## src/sv/gbn_pkg.sv

```systemverilog
`default_nettype none
package gbn_pkg;

  // Datapath sizing.
  localparam int SEQ_BITS    = 32;
  localparam int WINDOW_BITS = 16;
  localparam int SUM_BITS    = ((SEQ_BITS > WINDOW_BITS) ? SEQ_BITS : WINDOW_BITS) + 1;

  // Fixed field widths.
  localparam int ACK_BITS     = 32;
  localparam int AWIN_BITS    = 16;
  localparam int WIN_EXT_BITS = (WINDOW_BITS > AWIN_BITS) ? WINDOW_BITS : AWIN_BITS;
  localparam int TIMEOUT_BITS = 16;
  localparam int RETRY_BITS   = 8;
  localparam int COUNT_BITS   = 32;
  localparam int CFG_DATA_BITS = 32;

  localparam logic [TIMEOUT_BITS-1:0] TIMEOUT_RESET = TIMEOUT_BITS'(100);
  localparam logic [RETRY_BITS-1:0]   RETRY_RESET   = RETRY_BITS'(5);
  localparam logic [AWIN_BITS-1:0]    INIT_WIN_RESET = AWIN_BITS'(32);

  typedef enum logic [1:0] {
    MODE_SEND    = 2'd0,
    MODE_ACK     = 2'd1,
    MODE_TICK    = 2'd2,
    MODE_RESTART = 2'd3
  } mode_t;

  typedef enum logic [1:0] {
    CFG_TOTAL_PACKETS  = 2'd0,
    CFG_TIMEOUT_TICKS  = 2'd1,
    CFG_RETRY_LIMIT    = 2'd2,
    CFG_INITIAL_WINDOW = 2'd3
  } cfg_idx_t;

  typedef struct packed {
    mode_t                mode;
    logic [ACK_BITS-1:0]  ack_number;
    logic [AWIN_BITS-1:0] ack_window;
  } item_t;

  typedef struct packed {
    logic                  send_valid;
    logic [31:0]           send_sequence;
    logic [31:0]           window_base_out;
    logic                  done_res;
    logic                  failed;
    logic [COUNT_BITS-1:0] retransmit_count;
  } result_t;

  typedef struct packed {
    cfg_idx_t                 index;
    logic [CFG_DATA_BITS-1:0] value;
  } cfg_write_t;

  // Advertised window brought to the internal window width.
  function automatic logic [WINDOW_BITS-1:0] to_window(input logic [AWIN_BITS-1:0] w);
    logic [WIN_EXT_BITS-1:0] ext;
    ext = WIN_EXT_BITS'(w);
    return WINDOW_BITS'(ext);
  endfunction

endpackage
`default_nettype wire

```

## src/sv/gbn_item_if.sv

```systemverilog
`default_nettype none
interface gbn_item_if
  import gbn_pkg::*;
  ();
  logic  valid;
  logic  ready;
  item_t data;

  modport source (output valid, output data, input ready);
  modport sink (input valid, input data, output ready);
endinterface
`default_nettype wire

```

## src/sv/gbn_result_if.sv

```systemverilog
`default_nettype none
interface gbn_result_if
  import gbn_pkg::*;
  ();
  logic    valid;
  logic    ready;
  result_t data;

  modport source (output valid, output data, input ready);
  modport sink (input valid, input data, output ready);
endinterface
`default_nettype wire

```

## src/sv/gbn_cfg_if.sv

```systemverilog
`default_nettype none
interface gbn_cfg_if
  import gbn_pkg::*;
  ();
  logic       valid;
  logic       ready;
  cfg_write_t data;

  modport source (output valid, output data, input ready);
  modport sink (input valid, input data, output ready);
endinterface
`default_nettype wire

```

## src/sv/go_back_n_sender_window_top.sv

```systemverilog
// Channel   Modport  Payload                                    Transfer when
// item      sink     mode, ack_number, ack_window               item.valid & item.ready
// result    source   send_valid, send_sequence, window_base_out, result.valid & result.ready
//                    done_res, failed, retransmit_count
// cfg       sink     index, value                               cfg.valid & cfg.ready
//
// One item per cycle while item.ready is high; each item yields one registered result.
// The window state updates from the item and the current state when the item is taken.
// A two-entry output queue (result register plus skid register) lets the block take
// one more item while a result waits; item.ready falls only when both entries are full.
// rst is synchronous and active high; it loads the register defaults, clears the
// window state and sets current_window from INIT_WIN_RESET. cfg.ready is always high.
`default_nettype none
module go_back_n_sender_window_top
  import gbn_pkg::*;
(
  input  wire logic    clk,
  input  wire logic    rst,
  gbn_item_if.sink     item,
  gbn_result_if.source result,
  gbn_cfg_if.sink      cfg
);

  // Configuration registers.
  logic [SEQ_BITS-1:0]     total_packets;
  logic [TIMEOUT_BITS-1:0] timeout_ticks;
  logic [RETRY_BITS-1:0]   retry_limit;
  logic [AWIN_BITS-1:0]    initial_window;

  // Window state.
  logic [SEQ_BITS-1:0]     window_base, window_base_next;
  logic [SEQ_BITS-1:0]     next_to_send, next_to_send_next;
  logic [WINDOW_BITS-1:0]  current_window, current_window_next;
  logic [RETRY_BITS-1:0]   retry_count, retry_count_next;
  logic [TIMEOUT_BITS-1:0] idle_ticks, idle_ticks_next;
  logic [COUNT_BITS-1:0]   rewinds, rewinds_next;
  logic                    fail_flag, fail_flag_next;

  // Output queue.
  logic    out_valid, skid_valid;
  result_t out_data, skid_data;
  result_t res_next;

  logic accept, out_take, cfg_write;

  assign item.ready  = !skid_valid;
  assign accept      = item.valid && item.ready;
  assign out_take    = out_valid && result.ready;
  assign cfg.ready   = 1'b1;
  assign cfg_write   = cfg.valid;
  assign result.valid = out_valid;
  assign result.data  = out_data;

  // Per-item update.
  logic                    done_now;
  logic [ACK_BITS-1:0]     ack_clamped;
  logic [SEQ_BITS-1:0]     ack_seq;
  logic [SUM_BITS-1:0]     window_end;
  logic [TIMEOUT_BITS:0]   idle_inc;
  logic [RETRY_BITS:0]     retry_inc;
  logic                    send_ok;

  always_comb begin
    done_now    = window_base >= total_packets;
    ack_clamped = (item.data.ack_number > ACK_BITS'(total_packets))
                  ? ACK_BITS'(total_packets) : item.data.ack_number;
    ack_seq     = SEQ_BITS'(ack_clamped);
    window_end  = SUM_BITS'(window_base) + SUM_BITS'(current_window);
    send_ok     = (SUM_BITS'(next_to_send) < window_end) && (next_to_send < total_packets);
    idle_inc    = {1'b0, idle_ticks} + 1'b1;
    retry_inc   = {1'b0, retry_count} + 1'b1;

    window_base_next    = window_base;
    next_to_send_next   = next_to_send;
    current_window_next = current_window;
    retry_count_next    = retry_count;
    idle_ticks_next     = idle_ticks;
    rewinds_next        = rewinds;
    fail_flag_next      = fail_flag;
    res_next.send_valid    = 1'b0;
    res_next.send_sequence = '0;

    unique case (item.data.mode)
      MODE_RESTART: begin
        window_base_next    = '0;
        next_to_send_next   = '0;
        current_window_next = to_window(initial_window);
        retry_count_next    = '0;
        idle_ticks_next     = '0;
        rewinds_next        = '0;
        fail_flag_next      = 1'b0;
      end
      MODE_SEND: begin
        if (!fail_flag && send_ok) begin
          res_next.send_valid    = 1'b1;
          res_next.send_sequence = 32'(next_to_send);
          next_to_send_next      = next_to_send + 1'b1;
        end
      end
      MODE_ACK: begin
        if (!fail_flag && (ack_seq > window_base)) begin
          window_base_next    = ack_seq;
          next_to_send_next   = (next_to_send < ack_seq) ? ack_seq : next_to_send;
          current_window_next = to_window(item.data.ack_window);
          retry_count_next    = '0;
          idle_ticks_next     = '0;
        end
      end
      MODE_TICK: begin
        // Ticks do nothing once every packet has been acknowledged.
        if (!fail_flag && !done_now) begin
          if (idle_inc > {1'b0, timeout_ticks}) begin
            retry_count_next = retry_inc[RETRY_BITS] ? '1 : retry_inc[RETRY_BITS-1:0];
            idle_ticks_next  = '0;
            if (retry_inc > {1'b0, retry_limit}) begin
              fail_flag_next = 1'b1;
            end else begin
              next_to_send_next = window_base;
              if (rewinds != '1) begin
                rewinds_next = rewinds + 1'b1;
              end
            end
          end else begin
            idle_ticks_next = idle_inc[TIMEOUT_BITS] ? '1 : idle_inc[TIMEOUT_BITS-1:0];
          end
        end
      end
      default: ;
    endcase

    res_next.window_base_out  = 32'(window_base_next);
    res_next.done_res         = window_base_next >= total_packets;
    res_next.failed           = fail_flag_next;
    res_next.retransmit_count = rewinds_next;
  end

  // Configuration and window state.
  always_ff @(posedge clk) begin
    if (rst) begin
      total_packets  <= '0;
      timeout_ticks  <= TIMEOUT_RESET;
      retry_limit    <= RETRY_RESET;
      initial_window <= INIT_WIN_RESET;
      window_base    <= '0;
      next_to_send   <= '0;
      current_window <= to_window(INIT_WIN_RESET);
      retry_count    <= '0;
      idle_ticks     <= '0;
      rewinds        <= '0;
      fail_flag      <= 1'b0;
    end else begin
      if (accept) begin
        window_base    <= window_base_next;
        next_to_send   <= next_to_send_next;
        retry_count    <= retry_count_next;
        idle_ticks     <= idle_ticks_next;
        rewinds        <= rewinds_next;
        fail_flag      <= fail_flag_next;
      end
      // A write of initial_window loads the current window as well.
      if (cfg_write && (cfg.data.index == CFG_INITIAL_WINDOW)) begin
        current_window <= to_window(cfg.data.value[AWIN_BITS-1:0]);
      end else if (accept) begin
        current_window <= current_window_next;
      end
      if (cfg_write) begin
        unique case (cfg.data.index)
          CFG_TOTAL_PACKETS:  total_packets  <= SEQ_BITS'(cfg.data.value);
          CFG_TIMEOUT_TICKS:  timeout_ticks  <= cfg.data.value[TIMEOUT_BITS-1:0];
          CFG_RETRY_LIMIT:    retry_limit    <= cfg.data.value[RETRY_BITS-1:0];
          CFG_INITIAL_WINDOW: initial_window <= cfg.data.value[AWIN_BITS-1:0];
          default: ;
        endcase
      end
    end
  end

  // Output queue control.
  always_ff @(posedge clk) begin
    if (rst) begin
      out_valid  <= 1'b0;
      skid_valid <= 1'b0;
    end else begin
      if (accept) begin
        if (!out_valid || result.ready) begin
          out_valid <= 1'b1;
        end else begin
          skid_valid <= 1'b1;
        end
      end else if (out_take) begin
        out_valid  <= skid_valid;
        skid_valid <= 1'b0;
      end
    end
  end

  // Output queue payload.
  always_ff @(posedge clk) begin
    if (accept) begin
      if (!out_valid || result.ready) begin
        out_data <= res_next;
      end else begin
        skid_data <= res_next;
      end
    end else if (out_take && skid_valid) begin
      out_data <= skid_data;
    end
  end

`ifndef SYNTHESIS
  // The skid entry only fills behind a waiting result.
  assert property (@(posedge clk) disable iff (rst) skid_valid |-> out_valid)
    else $error("skid entry holds a result while the output register is empty");

  // Nothing can be sent past the oldest unacknowledged sequence's left side.
  assert property (@(posedge clk) disable iff (rst) window_base <= next_to_send)
    else $error("next_to_send fell below window_base");

  // A failed transfer never sends.
  assert property (@(posedge clk) disable iff (rst)
    (result.valid && result.data.send_valid) |-> !result.data.failed)
    else $error("send reported while the transfer is failed");

  // The failure flag only moves when an item is taken.
  assert property (@(posedge clk) disable iff (rst)
    !accept |=> $stable(fail_flag))
    else $error("fail_flag changed without an item transfer");
`endif

endmodule
`default_nettype wire

```

## src/flat_wrapper.sv

```systemverilog
// flat-port wrapper written by rule: the top's interface ports become plain ports
module go_back_n_sender_window_top_flat import gbn_pkg::*;
  (clk, rst, item_valid, item_data, item_ready, result_valid, result_data, result_ready, cfg_valid, cfg_data, cfg_ready);
  gbn_item_if item_i ();
  gbn_result_if result_i ();
  gbn_cfg_if cfg_i ();
  input  wire logic clk;
  input  wire logic rst;
  input wire logic [$bits(item_i.valid)-1:0] item_valid;
  input wire logic [$bits(item_i.data)-1:0] item_data;
  output wire logic [$bits(item_i.ready)-1:0] item_ready;
  output wire logic [$bits(result_i.valid)-1:0] result_valid;
  output wire logic [$bits(result_i.data)-1:0] result_data;
  input wire logic [$bits(result_i.ready)-1:0] result_ready;
  input wire logic [$bits(cfg_i.valid)-1:0] cfg_valid;
  input wire logic [$bits(cfg_i.data)-1:0] cfg_data;
  output wire logic [$bits(cfg_i.ready)-1:0] cfg_ready;
  assign item_i.valid = item_valid;
  assign item_i.data = item_data;
  assign item_ready = item_i.ready;
  assign result_valid = result_i.valid;
  assign result_data = result_i.data;
  assign result_i.ready = result_ready;
  assign cfg_i.valid = cfg_valid;
  assign cfg_i.data = cfg_data;
  assign cfg_ready = cfg_i.ready;
  go_back_n_sender_window_top u_core (.clk(clk), .rst(rst), .item(item_i), .result(result_i), .cfg(cfg_i));
endmodule
```

## config.mk

```make
export PLATFORM = sky130hd
export DESIGN_NAME = go_back_n_sender_window_top_flat
export DESIGN_NICKNAME = d
export VERILOG_FILES = /design/src/sv/gbn_pkg.sv /design/src/sv/gbn_item_if.sv /design/src/sv/gbn_result_if.sv /design/src/sv/gbn_cfg_if.sv /design/src/sv/go_back_n_sender_window_top.sv /design/src/flat_wrapper.sv
export SDC_FILE = /design/constraint.sdc
export NUM_CORES = 1
export LEC_CHECK = 0
export BUFFER_PORTS_ARGS = -buffer_cell sky130_fd_sc_hd__buf_2
export CAP_MARGIN = 20
export CORE_ASPECT_RATIO = 1.4
export CORE_MARGIN = 2
export CORE_UTILIZATION = 60
export DETAILED_ROUTE_END_ITERATION = 6
export PLACE_DENSITY_LB_ADDON = 0.05
export SLEW_MARGIN = 30
export SYNTH_ARGS = -nofsm -noshare
export SYNTH_HDL_FRONTEND = slang
export SYNTH_SLANG_ARGS = --single-unit
```

## constraint.sdc

```tcl
create_clock -name clk -period 16.15 [get_ports clk]
set_input_delay 0.8075 -clock clk [delete_from_list [all_inputs] [get_ports clk]]
set_output_delay 0.8075 -clock clk [all_outputs]
set_load 0.005 [all_outputs]
```

; Word-level counts from Yosys, hierarchy flattened
; Cells that the tools add are included.
; W data, S select, Z words.
[op_classes]
n_mux = 44
n_eq_ne = 16
order_cmp = 9
n_reduce_logical = 32
bitwise = 1
add_sub_neg = 5
[op_table]
columns = operator, n
row1 = $mux W32, 12
row2 = $mux W99, 3
row3 = $pmux W32 S2, 2
row4 = $pmux W32 S4, 1
row5 = $mux W16, 7
row6 = $mux W33, 2
row7 = $add A32 B1 Y32 const B, 2
row8 = $ge A32 B32 Y1, 2
row9 = $gt A32 B32 Y1, 2
row10 = $lt A32 B32 Y1, 2
row11 = $pmux W16 S3, 1
row12 = $add A32 B16 Y33, 1
row13 = $lt A32 B33 Y1, 1
row14 = $mux W8, 4
row15 = $ne A32 B32 Y1 const B, 1
row16 = $pmux W16 S2, 1
row17 = $pmux W8 S3, 1
row18 = $add A16 B1 Y17 const B, 1
row19 = $gt A17 B16 Y1, 1
row20 = $reduce_and A2 Y1, 8
row21 = $ne A2 B1 Y1 const B, 5
row22 = $add A8 B1 Y9 const B, 1
row23 = $gt A9 B8 Y1, 1
row24 = $mux W1, 9
row25 = 16 further kinds, 36
[word_totals]
input_bits = 89
output_inout_bits = 102
register_bits = 409

; Depth between registers and ports, before layout
; Gate-level depths: netlist of the first run.
[depth]
depth_word = 9
depth_mapped = 30

; Least setup slack after synthesis of the first run
; OpenSTA, ideal clock, no wires.
[synth_path]
path_kind = input to register
from = input port item_valid
to = register u_core.out_data, in the netlist u_core.result.data[0], enable pin
required_ns = 15.560
n_path_buf = 2
path_stages = 5
arrival_ns = 6.445
slack_ns = 9.116
cell_sequence = nor2b_1 -> clkbuf_1 -> buf_1 -> a21oi_1 -> a21oi_1
[synth_via]
elab_chain_cells = 3
elab_cells_between_ends = 4
classes_between = 1 x eq/ne / 3 x reduce/logical
[synth_lines]
columns = element, line_no
row1 = start: declaration, flat_wrapper.sv:9  ; input wire logic [$bits(item_i.valid)-1:0] item_valid;
row2 = $logic_and A1 B1 Y1 *, go_back_n_sender_window_top.sv:47  ; assign accept = item.valid && item.ready;
row3 = $ne A2 B2 Y1 (no source line) / $reduce_bool A2 Y1 (equally long branches), -
row4 = $reduce_and A2 Y1 (no source line) *, -
row5 = end signal: assignment, go_back_n_sender_window_top.sv:201  ; out_data <= res_next;
row6 = end signal: assignment, go_back_n_sender_window_top.sv:206  ; out_data <= skid_data;
row7 = end: declaration, go_back_n_sender_window_top.sv:41  ; result_t out_data, skid_data;
; Every way passes the cells marked *; elsewhere a longest branch is shown, timed or not.
; A chain may end at the register's enable or synchronous reset.

==> results of run 1 <==
layer usage:
layer | global-route usage, % | vias up
li1 | - | 10400
met1 | 42.2 | 10500
met2 | 63.4 | 981
met3 | 4.63 | 267
met4 | 22.2 | 4
met5 | 0 | -
critical path, stage by stage (launching register included):
cell and delay (ns):
dfxtp_1 0.41, inv_1 0.18, ha_1 0.36, nand4_1 0.17
nor4_1 0.37, nand2_1 0.29, o22ai_4 0.27, buf_4 0.52
mux2i_1 0.57, inv_1 0.09, ha_1 0.20, or3_1 0.36
a221oi_1 0.44, a211oi_1 0.15, o41ai_1 0.59, and2_1 0.39
buf_4 0.41, o2bb2ai_1 0.23, ha_1 0.31, a21o_1 0.18
a21o_1 0.16, a21o_1 0.18, a21o_1 0.17, a21o_1 0.16
a21oi_1 0.23, nor2b_1 0.13, a2111o_1 0.33, mux2_2 0.27
metrics by stage:
stage / power (mW) / setup WS (ns) / utilization (%) / cells
after floorplan: 1.55 / 9.12 / - / 2805
after global placement: 1.74 / 7.63 / 64.0 / 3418
after detailed placement: 1.76 / 7.53 / 64.0 / 3418
after CTS: 2.73 / 7.89 / 67.3 / 3492
after global routing: 2.83 / 7.31 / 67.4 / 3493
final: 2.73 / 7.72 / 67.4 / 3493
sequential cells by signal, summed over array words and instances, names as in the netlist:
name / cells
u_core.result.data: 99
u_core.skid_data: 99
u_core.next_to_send: 32
u_core.rewinds: 32
u_core.total_packets: 32
u_core.window_base: 32
u_core.current_window: 16
u_core.idle_ticks: 16
u_core.initial_window: 16
u_core.timeout_ticks: 16
u_core.retry_count: 8
u_core.retry_limit: 8
u_core.fail_flag: 1
u_core.result.valid: 1
u_core.skid_valid: 1
layout by cell type (no fill, tap or decap), types with 8 or more instances in the layout:
cell / instances
a21o_1: 29
o2bb2ai_1: 33
nor4_1: 24
a211oi_1: 55
o31ai_1: 83
nand2b_1: 11
o22ai_1: 22
a31oi_1: 14
ha_1: 265
clkbuf_16: 42
edfxtp_1: 198
nand2_1: 365
o211ai_1: 19
buf_4: 30
nand4_1: 71
and3_1: 39
o32ai_1: 15
nor2_1: 301
buf_2: 188
o21a_1: 10
nand3_1: 51
nor2b_1: 18
or3_1: 8
mux2i_1: 39
inv_1: 177
a221oi_1: 8
o21ai_0: 95
nor3_1: 40
xnor2_1: 107
a21oi_1: 199
dfxtp_1: 211
and4_1: 13
xor2_1: 32
area by class of cell:
| class | count | area (sq um) | area share (%) |
|---|---|---|---|
| repair buffers | 219 | 1190 | 4.26 |
| multi-input cells | 2073 | 13800 | 49.5 |
| clock inverters | 22 | 245 | 0.881 |
| inverters | 178 | 668 | 2.40 |
| clock buffers | 52 | 1120 | 4.02 |
| flip-flops and latches | 409 | 10200 | 36.5 |
| well taps | 540 | 676 | 2.43 |
worst min path at each step:
stage | startpoint | end | slack (ns) | cells past startpoint
2_1_floorplan | u_core.initial_window[5] | u_core.initial_window[5] | 0.42 | 2
3_3_place_gp | u_core.initial_window[5] | u_core.initial_window[5] | 0.44 | 2
3_5_place_dp | u_core.initial_window[5] | u_core.initial_window[5] | 0.45 | 2
4_1_cts | result_ready | u_core.skid_valid | 0.45 | 2
5_1_grt | u_core.initial_window[4] | u_core.initial_window[4] | 0.47 | 2
6_report | u_core.initial_window[5] | u_core.initial_window[5] | 0.45 | 2
report_power, final:
group | internal (mW) | switching (mW)
Clock | 0.547 | 0.431
Sequential | 1.15 | 0.0439
Combinational | 0.193 | 0.368
Total | 1.89 | 0.843
kinds of logic (layout without fill, tap and decap cells):
group,after synthesis,after routing,synth area share (%)
and+or+nand+nor,995,995,18.4
AOI/OAI and AO/OA,632,632,16.4
DFF,409,409,40.5
buffers and inverters,323,471,5.01
adders and majority gates,266,266,13.3
xor gates and xnor gates,139,139,4.85
muxes,40,40,1.60
other,1,1,0.0149
==> results.json, run 1 <==
{
  "cp-end-kind": "flip-flop",
  "netlist_area_sq_um": 25100,
  "core-area_sq_um": 41300,
  "initial_core_util_pct": 60.8,
  "cts_tree": "done",
  "synth-edff-count": 198,
  "post-route-min-period_ns": 8.43,
  "wire_per_inst_um": 22.8,
  "timing.fmax_mhz": 119,
  "ant_nets": 0,
  "grt-ovfl-total": 0,
  "finalHoldViolCount": 0,
  "r2r_slack_ns": 7.72,
  "peakVddDrop_mv": 0.0977,
  "syn_nets": 3160,
  "top_layer_used": "met5",
  "post-cts-setup-buffers": 0,
  "cts_buffers": 41,
  "dr_wl_met2_um": 39300,
  "ys_top_cells_by_count": "nand2_1, nor2_1, ha_1",
  "antenna_found_initial": 3,
  "worstMarginPinSlew_ns": 1.04,
  "worstSetupStartpointType": "flip-flop",
  "synth_cells": 2805,
  "clockBufferDepth": 3,
  "cp.arrival_ns": 8.73,
  "first_global_vias": 21400,
  "htree_levels": 2,
  "finalSetupViolCount": 0,
  "finalWeightedCongestion": 1.05,
  "cap_violations": 0,
  "critPathRequiredTime_ns": 16.45,
  "yosysWarnings": 0,
  "grt_max_degree": 90,
  "yosysMostFrequentCell": "nand2_1",
  "vias": 22100,
  "routed_via_density": 6.33,
  "drtIter0Drc": 1673,
  "finalInstanceArea_sq_um": 27800,
  "yosys.area.top_type_share_pct": 23.7,
  "dr.pass1.iters": 6,
  "fp.dieW_um": 177,
  "clk_latency_ns": 0.57,
  "synth_ff_type": "dfxtp_1",
  "max_slew_margin_pct": 30.1,
  "place_hpwl_um": 59500,
  "ys_ff_latch": 409,
  "maxSlewViolCount": 0,
  "wl_met3_um": 4900,
  "worstReg2RegEnd": "u_core.result.data[33]",
  "reg2reg_depth": 27,
  "crit_path_end": "u_core.result.data[33]",
  "drive_above_1_share_pct": 11.0,
  "postRouteWirelength_um": 79800,
  "synth_cell_type_count": 87,
  "fill_cells": 3426,
  "fin_hold_ws_ns": 0.450,
  "io_pins": 191,
  "diodes": 0,
  "async_flop_share_pct": 0,
  "ys_seq_area_share_pct": 40.5,
  "numClockSinks": 409,
  "fin_tns_setup_ns": 0,
  "synth_top_area_cell": "edfxtp_1",
  "remaining_drc_errors": 0,
  "cts.clk_slew.worst_paths_ns": 0.06,
  "dieArea_sq_um": 43500,
  "root_buffer": "clkbuf_16",
  "grt_use_total_pct": 36.3,
  "rsz0062_at_grt": "no",
  "grt_pass1_wl_um": 121000,
  "crit_path_max_fanout": 28,
  "rows": 88,
  "crit_start": "u_core.total_packets[31]",
  "syn2layout_area_growth_pct": 10.8,
  "synth.avg_cell_area_sq_um": 8.95,
  "finalCritPeriodShare_pct": 52.2,
  "hold_buffers": 0,
  "nets": 3277,
  "r2r_start": "u_core.total_packets[31]",
  "finalClockSkew_ns": 0.0286,
  "port_buffers": 189,
  "hp-class": "flip-flop to flip-flop",
  "cts_resized": 0,
  "wl_met1_um": 29900,
  "status": "completed",
  "power_leakage_nw": 11.0,
  "critPathKind": "flip-flop to flip-flop",
  "synth_area_leaders": "edfxtp_1, dfxtp_1, ha_1",
  "powerDensity_nw_per_um2": 98.1,
  "die_y_um": 246,
  "place_area_sq_um": 26400
}
(Power assumes the default switching activity.)
==> run 2, diff against run 1 <==
--- a/config.mk
+++ b/config.mk
@@ -9,7 +9,7 @@
 export CAP_MARGIN = 20
 export CORE_ASPECT_RATIO = 1.4
 export CORE_MARGIN = 2
-export CORE_UTILIZATION = 60
+export CORE_UTILIZATION = 56
 export DETAILED_ROUTE_END_ITERATION = 6
 export PLACE_DENSITY_LB_ADDON = 0.05
 export SLEW_MARGIN = 30
==> constraint.sdc (replaced) <==
create_clock -name clk -period 7.4 [get_ports clk]
set_input_delay 0.37 -clock clk [delete_from_list [all_inputs] [get_ports clk]]
set_output_delay 0.37 -clock clk [all_outputs]
set_load 0.005 [all_outputs]
==> run 2 against run 1 <==
Effect of this change:
- cell count grew 1.9%
- clock skew down 0.0082 ns
- combinational power rose by 120%
- first-iteration DRC count fell by 8.1%
- sequential share of layout area down 0.59 points
- count of clock-buffer cells in the layout is 3 higher
- register-to-register slack got worse by 7.3 ns
- wire length fell by 2.2%
- worst setup slack lost 7.3 ns
- utilization down 3.4 points
- sequential cell count stayed put
- critical endpoint unchanged
- largest power group unchanged
==> results.json, run 2 (same netlist as run 1, synthesis figures left out) <==
{
  "rows": 91,
  "cts.clk_slew.worst_paths_ns": 0.06,
  "drtIter0Drc": 1538,
  "root_buffer": "clkbuf_16",
  "grt_max_degree": 129,
  "grt_pass1_wl_um": 120000,
  "finalCritPeriodShare_pct": 94.6,
  "finalClockSkew_ns": 0.0204,
  "antenna_found_initial": 2,
  "grt_use_total_pct": 33.1,
  "vias": 21800,
  "timing.fmax_mhz": 143,
  "postRouteWirelength_um": 78100,
  "finalHoldViolCount": 0,
  "dp.cells": 3480,
  "max_slew_margin_pct": 35.7,
  "nets": 3322,
  "clk_latency_ns": 0.57,
  "port_buffers": 189,
  "cts_buffers": 42,
  "critPathKind": "flip-flop to flip-flop",
  "critPathRequiredTime_ns": 7.71,
  "r2r_start": "u_core.total_packets[31]",
  "maxSlewViolCount": 0,
  "max_stage_delay_ns": 0.51,
  "dieArea_sq_um": 46600,
  "cap_violations": 0,
  "final_common_cell": "nand2_1",
  "power_leakage_nw": 11.2,
  "ant_nets": 0,
  "rsz0062_at_grt": "no",
  "drive_above_1_share_pct": 12.6,
  "io_pins": 191,
  "powerDensity_nw_per_um2": 212,
  "initial_core_util_pct": 56.8,
  "numClockSinks": 409,
  "hold_buffers": 0,
  "peakVddDrop_mv": 0.156,
  "dp_slack_ns": -0.306,
  "grt-ovfl-total": 0,
  "status": "completed",
  "hp-start": "result_ready",
  "cts_tree": "done",
  "crit_path_max_fanout": 15,
  "crit_start": "u_core.total_packets[31]",
  "finalWeightedCongestion": 1.02,
  "remaining_drc_errors": 0,
  "core-area_sq_um": 44200,
  "finalPower_mw": 6.01,
  "dr.pass1.iters": 6,
  "wire_per_inst_um": 21.9,
  "worst_slack_ns": 0.399,
  "worstSetupStartpointType": "flip-flop",
  "cp-end-kind": "flip-flop",
  "place_hpwl_um": 59200,
  "htree_levels": 2,
  "fp.dieW_um": 183,
  "finalSetupViolCount": 0,
  "syn2layout_area_growth_pct": 12.6,
  "mostFrequentLayoutCells": "nand2_1, nor2_1, ha_1",
  "post-route-min-period_ns": 7.00,
  "first_global_vias": 21400,
  "routed_via_density": 6.13,
  "hp-class": "primary input to flip-flop",
  "worstMarginPinSlew_ns": 0.962,
  "cp.arrival_ns": 7.31,
  "fin_cells": 3559,
  "die_y_um": 255,
  "fill_cells": 3804,
  "crit_path_top_delay_cell": "a21oi_1",
  "clockBufferDepth": 3
}
[run 2: cell count changes in the layout (fill, tap and decap cells not counted), moves of 2 or more]
cell      previous run  this run
mux2i_2              0         4
nor4_1              24        22
buf_4               30        71
mux2i_1             39        35
clkinv_1             3         7
buf_6                0         3
nor4_4               2         4
[run 2: repair_timing]
item	CTS	global route
pin swaps	0	5
endpoints found under the setup margin	2	2
hold endpoints to repair	0	0
setup buffers	0	1
resized for setup	3	14
[run 2: final cells by class]
| type | count | area [sq um] | area share [%] |
|---|---|---|---|
| Multi-Input combinational cell | 2073 | 13800 | 48.9 |
| Sequential cell | 409 | 10200 | 36.0 |
| Timing Repair Buffer | 263 | 1530 | 5.40 |
| Clock buffer | 55 | 1160 | 4.10 |
| Tap cell | 558 | 698 | 2.47 |
| Inverter | 178 | 668 | 2.36 |
| Clock inverter | 22 | 223 | 0.787 |
| Antenna cell | 1 | 2.50 | 0.00885 |
[run 2: worst max-delay path: cells and delay by family, from the launching register on]
family | cells | cell delay [ns]
fa+ha+maj | 3 | 0.96
simple gates | 6 | 1.11
mux | 2 | 0.53
buf+inv | 5 | 0.86
flops | 1 | 0.35
compound gates | 13 | 2.93
[run 2: final timing paths]
check | end | slack, ns | cells past startpoint
max | u_core.result.data[33] | 0.40 | 29
min | u_core.skid_valid | 0.02 | 2
max reg2reg | u_core.result.data[33] | 0.40 | 29
min reg2reg | u_core.initial_window[5] | 0.45 | 2
[run 2: metrics by stage]
stage / utilization [%] / instance area [sq um] / TNS (ns) / hold slack, ns
floorplan: - / 25100 / 0 / 0.423
global placement: 60.7 / 26800 / -0.115 / 0.434
detailed placement: 60.7 / 26800 / -0.346 / 0.443
CTS: 63.9 / 28200 / 0 / 0.00290
global route: 64.0 / 28300 / 0 / 0.0212
finish: 64.0 / 28300 / 0 / 0.0244
[run 2: report_power, final]
group / leakage, nW / internal [mW] / switching [mW]
logic: 7.02 / 0.455 / 0.797
registers: 3.56 / 2.50 / 0.101
clock network: 0.669 / 1.22 / 0.931
[run 2: metal layers]
layer  vias to the layer above  part of all wire, %  GRT usage [%]  routed length [um]
met3                       221                  5.6           3.77                4390
met1                     10400                   39           39.4               30500
met4                         0                  6.3           18.8                4950
met2                       810                   49           58.0               38200
met5                         -                    0              0                   0
li1                      10400                    -              -                   -
==> run 3, diff against run 2 <==
--- a/config.mk
+++ b/config.mk
@@ -9,7 +9,7 @@
 export CAP_MARGIN = 20
 export CORE_ASPECT_RATIO = 1.4
 export CORE_MARGIN = 2
-export CORE_UTILIZATION = 56
+export CORE_UTILIZATION = 50
 export DETAILED_ROUTE_END_ITERATION = 6
 export PLACE_DENSITY_LB_ADDON = 0.05
 export SLEW_MARGIN = 30
==> run 3 against run 2 <==
Effect of this change:
- via count rose by 0.66%
- cell area rose by 1.3%
- register-to-register slack got worse by 0.08 ns
- maximum frequency fell by 1.1%
- first-iteration DRC count fell by 12%
- non-clock buffer count rose by 22
- clock power rose by 4%
- critical path depth rose by 2
- sequential cell count did not move
- die area rose by 12%
- critical path type unchanged
==> results.json, run 3 (same netlist as run 1, synthesis figures left out) <==
{
  "first_global_vias": 21500,
  "finalCritPeriodShare_pct": 95.6,
  "maxSlewViolCount": 0,
  "fin_hold_ws_ns": 0.0323,
  "cts.clk_slew.worst_paths_ns": 0.06,
  "cts_buffers": 43,
  "postRouteWirelength_um": 82900,
  "dieArea_sq_um": 52100,
  "grt-ovfl-total": 0,
  "timing.fmax_mhz": 141,
  "htree_levels": 2,
  "cap_violations": 0,
  "critPathRequiredTime_ns": 7.72,
  "crit_path_top_delay_cell": "o311a_1",
  "finalWeightedCongestion": 0.985,
  "rows": 97,
  "powerDensity_nw_per_um2": 214,
  "io_pins": 191,
  "root_buffer": "clkbuf_16",
  "grt_max_degree": 90,
  "port_buffers": 189,
  "cp-end-kind": "flip-flop",
  "antenna_found_initial": 4,
  "mostFrequentLayoutCells": "nand2_1, nor2_1, ha_1",
  "worstSetupStartpointType": "flip-flop",
  "nets": 3345,
  "power_leakage_nw": 11.4,
  "vias": 22000,
  "critPathKind": "flip-flop to flip-flop",
  "ant_nets": 0,
  "die_y_um": 269,
  "routed_via_density": 5.99,
  "crit_buf_inv": 6,
  "wire_per_inst_um": 22.6,
  "fp.dieW_um": 193,
  "worstMarginPinSlew_ns": 1.07,
  "syn2layout_area_growth_pct": 14.1,
  "place_hpwl_um": 63100,
  "peakVddDrop_mv": 0.217,
  "drtIter0Drc": 1349,
  "cts_tree": "done",
  "max_slew_margin_pct": 28.0,
  "numClockSinks": 409,
  "hp-class": "primary input to flip-flop",
  "finalSetupViolCount": 0,
  "grt_pass1_wl_um": 127000,
  "finalClockSkew_ns": 0.0279,
  "dr.pass1.iters": 5,
  "cp.arrival_ns": 7.40,
  "fin_util_pct": 57.5,
  "critical-path-top-delay-family": "compound AO/OA/AOI/OAI gates",
  "grt_use_total_pct": 31.2,
  "crit_top_cell": "a21o_1",
  "remaining_drc_errors": 0,
  "final_common_cell": "nand2_1",
  "fill_cells": 4403,
  "post-route-min-period_ns": 7.08,
  "drive_above_1_share_pct": 13.5,
  "initial_core_util_pct": 50.3,
  "max_stage_delay_ns": 0.36,
  "clk_latency_ns": 0.59,
  "crit_path_max_fanout": 16,
  "finalHoldViolCount": 0,
  "status": "completed",
  "clockBufferDepth": 3,
  "core-area_sq_um": 49900
}
[run 3: cell types whose count changed in the layout (fill, tap and decap cells not counted), moves of 2 or more]
cell | before | now
buf_4 | 71 | 89
clkinv_4 | 2 | 4
clkbuf_16 | 43 | 45
clkbuf_1 | 8 | 11
nand2_1 | 366 | 363
nor4_2 | 3 | 5
clkinv_2 | 3 | 7
nand2_2 | 0 | 3
buf_12 | 1 | 3
clkinv_1 | 7 | 1
and2_4 | 2 | 0
[run 3: final timing paths]
check	start	to	slack (ns)	cells past startpoint
max	u_core.total_packets[5]	u_core.result.data[33]	0.32	31
min	cfg_data[25]	u_core.total_packets[25]	0.03	3
max reg2reg	u_core.total_packets[5]	u_core.result.data[33]	0.32	31
min reg2reg	u_core.initial_window[5]	u_core.initial_window[5]	0.45	2
[run 3: through the flow]
step / setup TNS, ns / power, mW / worst slack (ns) / instance area, sq um / cells
6_report: 0 / 6.13 / 0.322 / 28700 / 3670
5_1_grt: -0.0193 / 6.38 / -0.0193 / 28700 / 3668
4_1_cts: 0 / 6.14 / 0.129 / 28500 / 3662
3_5_place_dp: 0 / 3.91 / 0.184 / 27100 / 3581
3_3_place_gp: 0 / 3.89 / 0.225 / 27100 / 3581
2_1_floorplan: 0 / 3.39 / 0.803 / 25100 / 2805
[run 3: final cells by class]
type                            count  area (sq um)  share of cell area [%]
Multi-Input combinational cell   2073         13800                    48.3
Sequential cell                   409         10200                    35.5
Timing Repair Buffer              285          1740                    6.07
Clock buffer                       60          1220                    4.27
Tap cell                          643           805                    2.81
Inverter                          178           668                    2.33
Clock inverter                     20           216                   0.755
Antenna cell                        2          5.00                  0.0175
[run 3: timing repair]
action / 4_1_cts / 5_1_grt
hold buffers: 1 / 0
setup endpoints to repair: 0 / 2
gates resized for setup: 0 / 14
hold endpoints to repair: 1 / 0
setup buffers: 0 / 5
[run 3: where the power goes]
| group | switching (mW) | total, mW | leakage, nW | internal, mW |
|---|---|---|---|---|
| Sequential | 0.104 | 2.61 | 3.56 | 2.50 |
| Combinational | 0.815 | 1.29 | 7.13 | 0.476 |
| Clock | 0.954 | 2.23 | 0.706 | 1.27 |
| Total | 1.87 | 6.13 | 11.4 | 4.25 |
[run 3: layer usage]
layer	global-route usage, %	up-vias	routed length (um)
met5	0	-	20
met4	16.4	4	4920
met3	4.52	216	4540
met2	54.1	788	40300
met1	37.4	10500	33200
li1	-	10500	-
[run 3: tightest hold or removal path: cells and delay by family]
| family | cells | cell delay (ns) |
|---|---|---|
| AO/OA/AOI/OAI | 1 | 0.05 |
| buffers and inverters | 1 | 0.09 |
| AND/OR/NAND/NOR | 1 | 0.04 |
